$ cat src/swst_pkg.sv
// ----------------------------------------------------------------------------
// swst_pkg
// Shared sizes, codes and types for the SAP wildcard socket table.
// ----------------------------------------------------------------------------
package swst_pkg;

   localparam int TABLE_SIZE = 16;
   localparam int IDX_W      = (TABLE_SIZE > 1) ? $clog2(TABLE_SIZE) : 1;

   localparam int QUEUE_DEPTH = 2;
   localparam int Q_PTR_W     = 1;
   localparam int Q_CNT_W     = 2;

   localparam int ID_W  = 16;
   localparam int SAP_W = 9;
   localparam int FSAP_W = 8;

   localparam logic [SAP_W-1:0] SAP_ANY = 9'h1FF;

   localparam logic [1:0] CMD_CREATE = 2'd0;
   localparam logic [1:0] CMD_DELETE = 2'd1;
   localparam logic [1:0] CMD_LOOKUP = 2'd2;

   localparam logic [1:0] RSP_OK   = 2'd0;
   localparam logic [1:0] RSP_MISS = 2'd1;
   localparam logic [1:0] RSP_FULL = 2'd2;

   typedef enum logic [1:0] {
      OP_CREATE,
      OP_DELETE,
      OP_LOOKUP,
      OP_EMPTY
   } swst_kind_type;

   typedef struct packed {
      swst_kind_type     kind;
      logic [ID_W-1:0]   id;
      logic [SAP_W-1:0]  lsap;
      logic [SAP_W-1:0]  rsap;
      logic [FSAP_W-1:0] dsap;
      logic [FSAP_W-1:0] ssap;
   } swst_op_type;

endpackage

$ cat src/sap_wildcard_socket_table_core.sv
// ----------------------------------------------------------------------------
// sap_wildcard_socket_table_core
// Socket table with wildcard SAP matching: create, delete and frame lookup.
// ----------------------------------------------------------------------------
// A create, delete or empty lookup is stored in the queue and then answered from
// the response register, with no scan. A lookup with matches loads a match mask;
// the table scan then gives one result per cycle while the output is not stalled.
// A two-item queue decouples intake from the back-end execution unit.
// Reset empties the table and the queue at once; no clearing pass.
module sap_wildcard_socket_table_core (
   input  logic                         clock,
   input  logic                         reset,
   input  logic                         req_valid,
   output logic                         req_stall,
   input  logic [1:0]                   req_cmd,
   input  logic [swst_pkg::ID_W-1:0]    req_socket_id,
   input  logic signed [swst_pkg::SAP_W-1:0] req_local_sap,
   input  logic signed [swst_pkg::SAP_W-1:0] req_remote_sap,
   input  logic                         req_tag_present,
   input  logic [swst_pkg::FSAP_W-1:0]  req_frame_dsap,
   input  logic [swst_pkg::FSAP_W-1:0]  req_frame_ssap,
   output logic                         rsp_valid,
   input  logic                         rsp_stall,
   output logic [1:0]                   rsp_status,
   output logic                         rsp_match_valid,
   output logic [swst_pkg::ID_W-1:0]    rsp_match_id,
   output logic                         rsp_last
);
   import swst_pkg::*;

   logic        q_valid;
   swst_op_type q_item;
   logic        q_pop;

   swst_front u_front (
      .clock           (clock),
      .reset           (reset),
      .req_valid       (req_valid),
      .req_stall       (req_stall),
      .req_cmd         (req_cmd),
      .req_socket_id   (req_socket_id),
      .req_local_sap   (req_local_sap),
      .req_remote_sap  (req_remote_sap),
      .req_tag_present (req_tag_present),
      .req_frame_dsap  (req_frame_dsap),
      .req_frame_ssap  (req_frame_ssap),
      .q_valid         (q_valid),
      .q_item          (q_item),
      .q_pop           (q_pop)
   );

   swst_back u_back (
      .clock           (clock),
      .reset           (reset),
      .q_valid         (q_valid),
      .q_item          (q_item),
      .q_pop           (q_pop),
      .rsp_valid       (rsp_valid),
      .rsp_stall       (rsp_stall),
      .rsp_status      (rsp_status),
      .rsp_match_valid (rsp_match_valid),
      .rsp_match_id    (rsp_match_id),
      .rsp_last        (rsp_last)
   );

endmodule

$ cat src/swst_front.sv
// ----------------------------------------------------------------------------
// swst_front
// Accepts request items, classifies them and queues them for the back end.
// ----------------------------------------------------------------------------
module swst_front (
   input  logic                         clock,
   input  logic                         reset,
   input  logic                         req_valid,
   output logic                         req_stall,
   input  logic [1:0]                   req_cmd,
   input  logic [swst_pkg::ID_W-1:0]    req_socket_id,
   input  logic signed [swst_pkg::SAP_W-1:0] req_local_sap,
   input  logic signed [swst_pkg::SAP_W-1:0] req_remote_sap,
   input  logic                         req_tag_present,
   input  logic [swst_pkg::FSAP_W-1:0]  req_frame_dsap,
   input  logic [swst_pkg::FSAP_W-1:0]  req_frame_ssap,
   output logic                         q_valid,
   output swst_pkg::swst_op_type        q_item,
   input  logic                         q_pop
);
   import swst_pkg::*;

   swst_op_type          queue_ff [QUEUE_DEPTH];
   logic [Q_PTR_W-1:0]   wr_ptr_ff;
   logic [Q_PTR_W-1:0]   rd_ptr_ff;
   logic [Q_CNT_W-1:0]   count_ff;
   logic [Q_CNT_W-1:0]   count_in;
   swst_op_type          op_in;
   logic                 push;

   assign req_stall = (count_ff == Q_CNT_W'(QUEUE_DEPTH));
   assign push      = req_valid && !req_stall;
   assign q_valid   = (count_ff != '0);
   assign q_item    = queue_ff[rd_ptr_ff];

   always_comb begin
      op_in.id   = req_socket_id;
      op_in.lsap = req_local_sap;
      op_in.rsap = req_remote_sap;
      op_in.dsap = req_frame_dsap;
      op_in.ssap = req_frame_ssap;
      if (req_cmd == CMD_CREATE) begin
         op_in.kind = OP_CREATE;
      end else if (req_cmd == CMD_DELETE) begin
         op_in.kind = OP_DELETE;
      end else if (req_cmd == CMD_LOOKUP && req_tag_present) begin
         op_in.kind = OP_LOOKUP;
      end else begin
         // untagged lookup or unused command: one empty answer
         op_in.kind = OP_EMPTY;
      end
   end

   always_comb begin
      count_in = count_ff;
      if (push && !q_pop) begin
         count_in = count_ff + 1'b1;
      end else if (!push && q_pop) begin
         count_in = count_ff - 1'b1;
      end
   end

   always_ff @(posedge clock) begin
      if (reset) begin
         wr_ptr_ff <= '0;
         rd_ptr_ff <= '0;
         count_ff  <= '0;
      end else begin
         count_ff <= count_in;
         if (push) begin
            wr_ptr_ff <= wr_ptr_ff + 1'b1;
         end
         if (q_pop) begin
            rd_ptr_ff <= rd_ptr_ff + 1'b1;
         end
      end
      if (push) begin
         queue_ff[wr_ptr_ff] <= op_in;
      end
   end

endmodule

$ cat src/swst_back.sv
// ----------------------------------------------------------------------------
// swst_back
// Holds the socket table sorted by id and carries out queued items.
// ----------------------------------------------------------------------------
module swst_back (
   input  logic                         clock,
   input  logic                         reset,
   input  logic                         q_valid,
   input  swst_pkg::swst_op_type        q_item,
   output logic                         q_pop,
   output logic                         rsp_valid,
   input  logic                         rsp_stall,
   output logic [1:0]                   rsp_status,
   output logic                         rsp_match_valid,
   output logic [swst_pkg::ID_W-1:0]    rsp_match_id,
   output logic                         rsp_last
);
   import swst_pkg::*;

   typedef enum logic {S_IDLE, S_SCAN} state_type;

   state_type              state_ff, state_in;
   logic [TABLE_SIZE-1:0]  valid_ff, valid_in;
   logic [ID_W-1:0]        id_ff     [TABLE_SIZE];
   logic [ID_W-1:0]        id_in     [TABLE_SIZE];
   logic [SAP_W-1:0]       local_ff  [TABLE_SIZE];
   logic [SAP_W-1:0]       local_in  [TABLE_SIZE];
   logic [SAP_W-1:0]       remote_ff [TABLE_SIZE];
   logic [SAP_W-1:0]       remote_in [TABLE_SIZE];
   logic [TABLE_SIZE-1:0]  mask_ff, mask_in;

   logic                   rsp_valid_ff, rsp_valid_in;
   logic [1:0]             rsp_status_ff, rsp_status_in;
   logic                   rsp_match_valid_ff, rsp_match_valid_in;
   logic [ID_W-1:0]        rsp_match_id_ff, rsp_match_id_in;
   logic                   rsp_last_ff, rsp_last_in;

   logic [TABLE_SIZE-1:0]  id_hit;
   logic [TABLE_SIZE-1:0]  id_lt;
   logic [TABLE_SIZE-1:0]  del_ge;
   logic [TABLE_SIZE-1:0]  sap_mask;
   logic [TABLE_SIZE-1:0]  scan_onehot;
   logic [IDX_W-1:0]       scan_idx;
   logic                   out_free;

   logic [ID_W-1:0]        ins_id     [TABLE_SIZE];
   logic [SAP_W-1:0]       ins_local  [TABLE_SIZE];
   logic [SAP_W-1:0]       ins_remote [TABLE_SIZE];
   logic [TABLE_SIZE-1:0]  ins_valid;
   logic [ID_W-1:0]        del_id     [TABLE_SIZE];
   logic [SAP_W-1:0]       del_local  [TABLE_SIZE];
   logic [SAP_W-1:0]       del_remote [TABLE_SIZE];
   logic [TABLE_SIZE-1:0]  del_valid;

   assign rsp_valid       = rsp_valid_ff;
   assign rsp_status      = rsp_status_ff;
   assign rsp_match_valid = rsp_match_valid_ff;
   assign rsp_match_id    = rsp_match_id_ff;
   assign rsp_last        = rsp_last_ff;

   assign out_free = !rsp_valid_ff || !rsp_stall;

   // per-entry compares; valid entries form a prefix sorted by ascending id
   always_comb begin
      for (int i = 0; i < TABLE_SIZE; i++) begin
         id_hit[i]   = valid_ff[i] && (id_ff[i] == q_item.id);
         id_lt[i]    = valid_ff[i] && (id_ff[i] < q_item.id);
         sap_mask[i] = valid_ff[i]
                       && (local_ff[i] == SAP_ANY || local_ff[i] == {1'b0, q_item.dsap})
                       && (remote_ff[i] == SAP_ANY || remote_ff[i] == {1'b0, q_item.ssap});
      end
   end

   // insert in place: entries at or above the new id move up one slot
   always_comb begin
      ins_id[0]     = id_lt[0] ? id_ff[0] : q_item.id;
      ins_local[0]  = id_lt[0] ? local_ff[0] : q_item.lsap;
      ins_remote[0] = id_lt[0] ? remote_ff[0] : q_item.rsap;
      ins_valid[0]  = 1'b1;
      for (int i = 1; i < TABLE_SIZE; i++) begin
         if (id_lt[i]) begin
            ins_id[i]     = id_ff[i];
            ins_local[i]  = local_ff[i];
            ins_remote[i] = remote_ff[i];
         end else if (id_lt[i-1]) begin
            ins_id[i]     = q_item.id;
            ins_local[i]  = q_item.lsap;
            ins_remote[i] = q_item.rsap;
         end else begin
            ins_id[i]     = id_ff[i-1];
            ins_local[i]  = local_ff[i-1];
            ins_remote[i] = remote_ff[i-1];
         end
         ins_valid[i] = valid_ff[i-1];
      end
   end

   // delete: close the gap by moving later entries down one slot
   always_comb begin
      del_ge[0] = id_hit[0];
      for (int i = 1; i < TABLE_SIZE; i++) begin
         del_ge[i] = del_ge[i-1] | id_hit[i];
      end
      for (int i = 0; i < TABLE_SIZE - 1; i++) begin
         del_id[i]     = del_ge[i] ? id_ff[i+1] : id_ff[i];
         del_local[i]  = del_ge[i] ? local_ff[i+1] : local_ff[i];
         del_remote[i] = del_ge[i] ? remote_ff[i+1] : remote_ff[i];
         del_valid[i]  = del_ge[i] ? valid_ff[i+1] : valid_ff[i];
      end
      del_id[TABLE_SIZE-1]     = id_ff[TABLE_SIZE-1];
      del_local[TABLE_SIZE-1]  = local_ff[TABLE_SIZE-1];
      del_remote[TABLE_SIZE-1] = remote_ff[TABLE_SIZE-1];
      del_valid[TABLE_SIZE-1]  = del_ge[TABLE_SIZE-1] ? 1'b0 : valid_ff[TABLE_SIZE-1];
   end

   // lowest pending match is the next id in ascending order
   always_comb begin
      scan_idx = '0;
      for (int i = TABLE_SIZE - 1; i >= 0; i--) begin
         if (mask_ff[i]) begin
            scan_idx = IDX_W'(i);
         end
      end
      scan_onehot = mask_ff & (~mask_ff + 1'b1);
   end

   always_comb begin
      state_in           = state_ff;
      valid_in           = valid_ff;
      id_in              = id_ff;
      local_in           = local_ff;
      remote_in          = remote_ff;
      mask_in            = mask_ff;
      q_pop              = 1'b0;
      rsp_valid_in       = rsp_valid_ff && rsp_stall;
      rsp_status_in      = rsp_status_ff;
      rsp_match_valid_in = rsp_match_valid_ff;
      rsp_match_id_in    = rsp_match_id_ff;
      rsp_last_in        = rsp_last_ff;
      unique case (state_ff)
         S_IDLE: begin
            if (q_valid && out_free) begin
               q_pop = 1'b1;
               if (q_item.kind == OP_LOOKUP && sap_mask != '0) begin
                  mask_in  = sap_mask;
                  state_in = S_SCAN;
               end else begin
                  rsp_valid_in       = 1'b1;
                  rsp_status_in      = RSP_OK;
                  rsp_match_valid_in = 1'b0;
                  rsp_match_id_in    = '0;
                  rsp_last_in        = 1'b1;
                  unique case (q_item.kind)
                     OP_CREATE: begin
                        if (id_hit != '0) begin
                           rsp_status_in = RSP_MISS;
                        end else if (valid_ff[TABLE_SIZE-1]) begin
                           rsp_status_in = RSP_FULL;
                        end else begin
                           valid_in  = ins_valid;
                           id_in     = ins_id;
                           local_in  = ins_local;
                           remote_in = ins_remote;
                        end
                     end
                     OP_DELETE: begin
                        if (id_hit == '0) begin
                           rsp_status_in = RSP_MISS;
                        end else begin
                           valid_in  = del_valid;
                           id_in     = del_id;
                           local_in  = del_local;
                           remote_in = del_remote;
                        end
                     end
                     OP_LOOKUP, OP_EMPTY: begin
                        // no match or no tag: keep the empty answer
                     end
                     default: begin
                     end
                  endcase
               end
            end
         end
         S_SCAN: begin
            if (out_free) begin
               mask_in            = mask_ff & ~scan_onehot;
               rsp_valid_in       = 1'b1;
               rsp_status_in      = RSP_OK;
               rsp_match_valid_in = 1'b1;
               rsp_match_id_in    = id_ff[scan_idx];
               rsp_last_in        = (mask_in == '0);
               if (mask_in == '0) begin
                  state_in = S_IDLE;
               end
            end
         end
         default: begin
            state_in = S_IDLE;
         end
      endcase
   end

   always_ff @(posedge clock) begin
      if (reset) begin
         state_ff     <= S_IDLE;
         valid_ff     <= '0;
         mask_ff      <= '0;
         rsp_valid_ff <= 1'b0;
      end else begin
         state_ff     <= state_in;
         valid_ff     <= valid_in;
         mask_ff      <= mask_in;
         rsp_valid_ff <= rsp_valid_in;
      end
      id_ff              <= id_in;
      local_ff           <= local_in;
      remote_ff          <= remote_in;
      rsp_status_ff      <= rsp_status_in;
      rsp_match_valid_ff <= rsp_match_valid_in;
      rsp_match_id_ff    <= rsp_match_id_in;
      rsp_last_ff        <= rsp_last_in;
   end

endmodule

$ cat config.mk
export PLATFORM = sky130hd
export DESIGN_NAME = sap_wildcard_socket_table_core
export DESIGN_NICKNAME = d
export VERILOG_FILES = /design/src/swst_pkg.sv /design/src/sap_wildcard_socket_table_core.sv /design/src/swst_front.sv /design/src/swst_back.sv
export SDC_FILE = /design/constraint.sdc
export NUM_CORES = 2
export LEC_CHECK = 0
export BUFFER_PORTS_ARGS = -buffer_cell sky130_fd_sc_hd__buf_4
export CORE_MARGIN = 2
export CORE_UTILIZATION = 32
export DETAILED_ROUTE_END_ITERATION = 10
export GPL_ROUTABILITY_DRIVEN = 0
export PLACE_DENSITY = 0.54
export SLEW_MARGIN = 15
export SYNTH_ARGS = -nofsm -noshare
export SYNTH_HDL_FRONTEND = slang
export SYNTH_SLANG_ARGS = --single-unit
$ cat constraint.sdc
create_clock -name clock -period 7.63 [get_ports clock]
set_input_delay 0.3815 -clock clock [delete_from_list [all_inputs] [get_ports clock]]
set_output_delay 0.3815 -clock clock [all_outputs]
set_load 0.01 [all_outputs]
==> load_flow_metrics.sql <==
INSERT INTO impl_metrics (metric_group, metric, value, unit) VALUES
('sta', 'timing.final.max_slew_violations', '0', ''),
('layout', 'fillCellCount', '14060', ''),
('worst_hold_path', 'holdCritStartpoint', 'rsp_stall', ''),
('pwr', 'power.switching', '6.958', 'mW'),
('logic_synthesis', 'synthesis.area_per_instance', '10.60', 'um^2'),
('setup_path', 'crit_family', 'compound AO/OA/AOI/OAI gates', ''),
('logic_synthesis', 'synth.yosys.seq_area_share', '0.4526', ''),
('die', 'core_area', '143100', 'um^2'),
('sta', 'achievable-frequency', '160.0', 'MHz'),
('setup_path', 'worst_path_max_delay_cell', 'sky130_fd_sc_hd__a21boi_4', ''),
('setup_path', 'count_of_buffering_cells_on_the_critical_path_with_inverters_included', '2', ''),
('layout', 'layout.core_utilization', '0.3628', ''),
('logic_synthesis', 'synthArstFlopShare', '0', ''),
('sta', 'setup_violations', '0', ''),
('layout', 'fin_nets', '4643', ''),
('job', 'timing.max_cap.violations', '0', ''),
('die', 'placementRows', '139', ''),
('logic_synthesis', 'postSynthRegisterBits', '707', ''),
('sta', 'max_slew.worst_pin.slew', '1.205', 'ns'),
('placement', 'dp.final_hpwl', '116.5', 'mm'),
('pwr', 'pwr-share-clk', '0.235', ''),
('die', 'top_level_ports', '79', ''),
('pwr', 'power', '17.22', 'mW'),
('sta', 'final.setup.tns', '0', 'ns'),
('pwr', 'logic_gate_share_of_total_power', '0.412', ''),
('detailed_routing', 'finalWirelength', '167.0', 'mm'),
('layout', 'layout.cell_area.non_filler', '51930', 'um^2'),
('layout', 'regArea', '20840', 'um^2'),
('grt', 'gr-usage-all-layers', '0.2225', ''),
('setup_path', 'timing.critical_path.fanout_max', '23', ''),
('setup_path', 'cp.arrival', '6.65', 'ns'),
('setup_path', 'crit_path_start_kind', 'flop', ''),
('layout', 'drive_gt1_frac', '0.1240', ''),
('detailed_routing', 'drc_errors', '0', ''),
('cts', 'clock_tree_from_tritoncts', 'yes', ''),
('pwr', 'p_seq_frac', '0.353', ''),
('placement', 'placedCellCount', '6112', ''),
('cts', 'cts-htree-levels', '3', ''),
('pwr', 'cellLeakagePower', '18.26', 'nW'),
('setup_path', 'crit_top_cell', 'sky130_fd_sc_hd__nand4_1', ''),
('detailed_routing', 'detail_route.vias_per_cell', '5.725', ''),
('cts', 'clock-sinks', '707', ''),
('logic_synthesis', 'syn_nets', '4642', ''),
('setup_path', 'crit_path_required_time', '8.03', 'ns'),
('detailed_routing', 'drt-wirelength-per-cell', '26.45', 'um'),
('placement', 'number_of_port_buffers', '78', ''),
('layout', 'flow.area_growth_from_synthesis', '12.77', '%'),
('cts', 'cts_inserted_buffers', '82', ''),
('sta', 'worst_slew_margin_rel', '0.1944', ''),
('pwr', 'swShare', '0.4041', ''),
('setup_path', 'timing_worst_setup_path_type', 'reg -> reg', ''),
('sta', 'min_period', '6.249', 'ns'),
('worst_hold_path', 'worst_hold_path_type', 'in -> reg', ''),
('sta', 'final.setup_skew', '0.03200', 'ns'),
('cts', 'post-cts-setup-buffer-count', '0', ''),
('cts', 'latest_clock_arrival_within_the_worst_skew_pair', '0.70', 'ns'),
('status', 'run_status', 'finished, final reports clean', ''),
('layout', 'most_common_cell_after_layout_fill_and_taps_aside', 'sky130_fd_sc_hd__edfxtp_1', ''),
('grt', 'grt_remaining_overflow', '0', ''),
('setup_path', 'reg2reg_depth', '13', ''),
('logic_synthesis', 'netlist_area', '46050', 'um^2'),
('logic_synthesis', 'synth_cell_type_count', '77', ''),
('sta', 'grt_setup_unrepaired', 'false', ''),
('detailed_routing', 'drtIter0Drc', '4313', ''),
('sta', 'layout_worst_path_cycle_share', '0.8190', ''),
('die', 'die_h', '383.3', 'um'),
('logic_synthesis', 'post_synth_inst_count', '4344', ''),
('grt', 'grt_antenna_before_repair', '11', ''),
('die', 'die_area', '146900', 'um^2'),
('pwr', 'power_per_standard_cell_area', '331.6', 'nW/um^2'),
('worst_hold_path', 'timing.hold.worst_path_depth', '3', '');
power by group through the flow:
stage                     logic, mW  registers (mW)  clock network (mW)
after floorplan                4.96            5.80                   0
after global placement         6.83            6.13                   0
after detailed placement       6.96            6.13                   0
after CTS                      7.00            6.05                4.10
after global routing           7.74            6.12                4.24
final                          7.09            6.08                4.05
worst max path at each step:
stage | depth (start not counted) | slack, ns | start | end
after floorplan | 16 | 1.19 | flop | u_back.id_ff[112]
after global placement | 13 | 1.71 | flop | u_back.local_ff[68]
after detailed placement | 13 | 1.48 | flop | u_back.local_ff[67]
after CTS | 13 | 1.47 | flop | u_back.local_ff[64]
after global routing | 13 | 1.22 | flop | u_back.remote_ff[17]
final | 13 | 1.38 | flop | u_back.local_ff[32]
tightest hold or removal path, delay by kind of cell:
family / cells / cell delay [ns]
simple gates: 1 / 0.13
compound gates: 1 / 0.08
buf+inv: 1 / 0.13
repair_timing:
action,CTS,global route
endpoints found under the hold margin,102,0
resized for setup,0,0
hold buffers,51,0
metal layers:
metal,vias up,global-route usage,share of wire
li1,16280,-,-
met1,17870,0.3018,0.43
met5,-,0,0.00044
met4,10,0.08330,0.040
met2,1698,0.3473,0.45
met3,300,0.04781,0.085
synthesized netlist by cell type (9+ instances only):
| cell | number | area (um^2) |
|---|---|---|
| sky130_fd_sc_hd__a211oi_1 | 36 | 270.3 |
| sky130_fd_sc_hd__a21o_1 | 36 | 270.3 |
| sky130_fd_sc_hd__a21oi_1 | 368 | 1842 |
| sky130_fd_sc_hd__a21oi_2 | 10 | 87.58 |
| sky130_fd_sc_hd__a311oi_1 | 21 | 183.9 |
| sky130_fd_sc_hd__a31o_2 | 68 | 595.6 |
| sky130_fd_sc_hd__a31oi_1 | 34 | 212.7 |
| sky130_fd_sc_hd__and2_1 | 19 | 118.9 |
| sky130_fd_sc_hd__buf_1 | 29 | 108.9 |
| sky130_fd_sc_hd__buf_2 | 37 | 185.2 |
| sky130_fd_sc_hd__buf_6 | 16 | 180.2 |
| sky130_fd_sc_hd__clkbuf_1 | 211 | 792.0 |
| sky130_fd_sc_hd__dfxtp_1 | 39 | 780.8 |
| sky130_fd_sc_hd__edfxtp_1 | 668 | 20060 |
| sky130_fd_sc_hd__ha_1 | 241 | 3015 |
| sky130_fd_sc_hd__inv_1 | 65 | 244.0 |
| sky130_fd_sc_hd__mux2_2 | 29 | 326.6 |
| sky130_fd_sc_hd__mux2i_1 | 430 | 4304 |
| sky130_fd_sc_hd__mux2i_4 | 15 | 337.8 |
| sky130_fd_sc_hd__mux4_2 | 64 | 1441 |
| sky130_fd_sc_hd__nand2_1 | 415 | 1558 |
| sky130_fd_sc_hd__nand2b_1 | 17 | 106.4 |
| sky130_fd_sc_hd__nand3_1 | 19 | 95.09 |
| sky130_fd_sc_hd__nand4_1 | 110 | 688.2 |
| sky130_fd_sc_hd__nor2_1 | 310 | 1164 |
| sky130_fd_sc_hd__nor2b_1 | 34 | 212.7 |
| sky130_fd_sc_hd__nor3_1 | 81 | 405.4 |
| sky130_fd_sc_hd__nor3b_1 | 25 | 187.7 |
| sky130_fd_sc_hd__nor4_1 | 50 | 312.8 |
| sky130_fd_sc_hd__o21a_1 | 67 | 503.0 |
| sky130_fd_sc_hd__o21ai_0 | 382 | 1912 |
| sky130_fd_sc_hd__o21ai_1 | 9 | 45.04 |
| sky130_fd_sc_hd__o22ai_1 | 12 | 75.07 |
| sky130_fd_sc_hd__xnor2_1 | 263 | 2303 |
| sky130_fd_sc_hd__xnor2_2 | 10 | 162.7 |
metrics by stage:
stage	hold WS, ns	setup slack, ns
3_3_place_gp	0.4832	1.709
5_1_grt	0.07946	1.223
3_5_place_dp	0.4936	1.484
6_report	0.07648	1.381
2_1_floorplan	0.4516	1.187
4_1_cts	0.03888	1.469
sequential cells by signal (all words and copies together), names as in the netlist, 2 cells and up, named ones only:
register / flops
u_back.del_id: 16
u_back.del_local: 9
u_back.del_remote: 9
u_back.id_ff: 240
u_back.local_ff: 135
u_back.mask_ff: 16
u_back.remote_ff: 135
u_back.rsp_match_id: 16
u_back.rsp_status: 2
u_back.valid_ff: 16
u_front.count_ff: 2
u_front.queue_ff: 104
cell type report:
class                      count  area share
multi-input combinational   3271      0.4622
sequential                   707      0.4014
tap                         1903     0.04585
clock buffer                 105     0.04236
timing repair buffer         217     0.03470
clock inverter                44    0.008650
inverter                      66    0.004771
antenna                        2  0.00009638
logic make-up after synthesis:
kind of cell / synth area share
AO/OA/AOI/OAI: 0.1391
buffers and inverters: 0.03456
AND/OR/NAND/NOR: 0.1115
XOR/XNOR: 0.05432
adder cells (fa/ha/maj): 0.06614
flip-flops: 0.4526
multiplexers: 0.1418
Power figures use the tool's default switching activity.
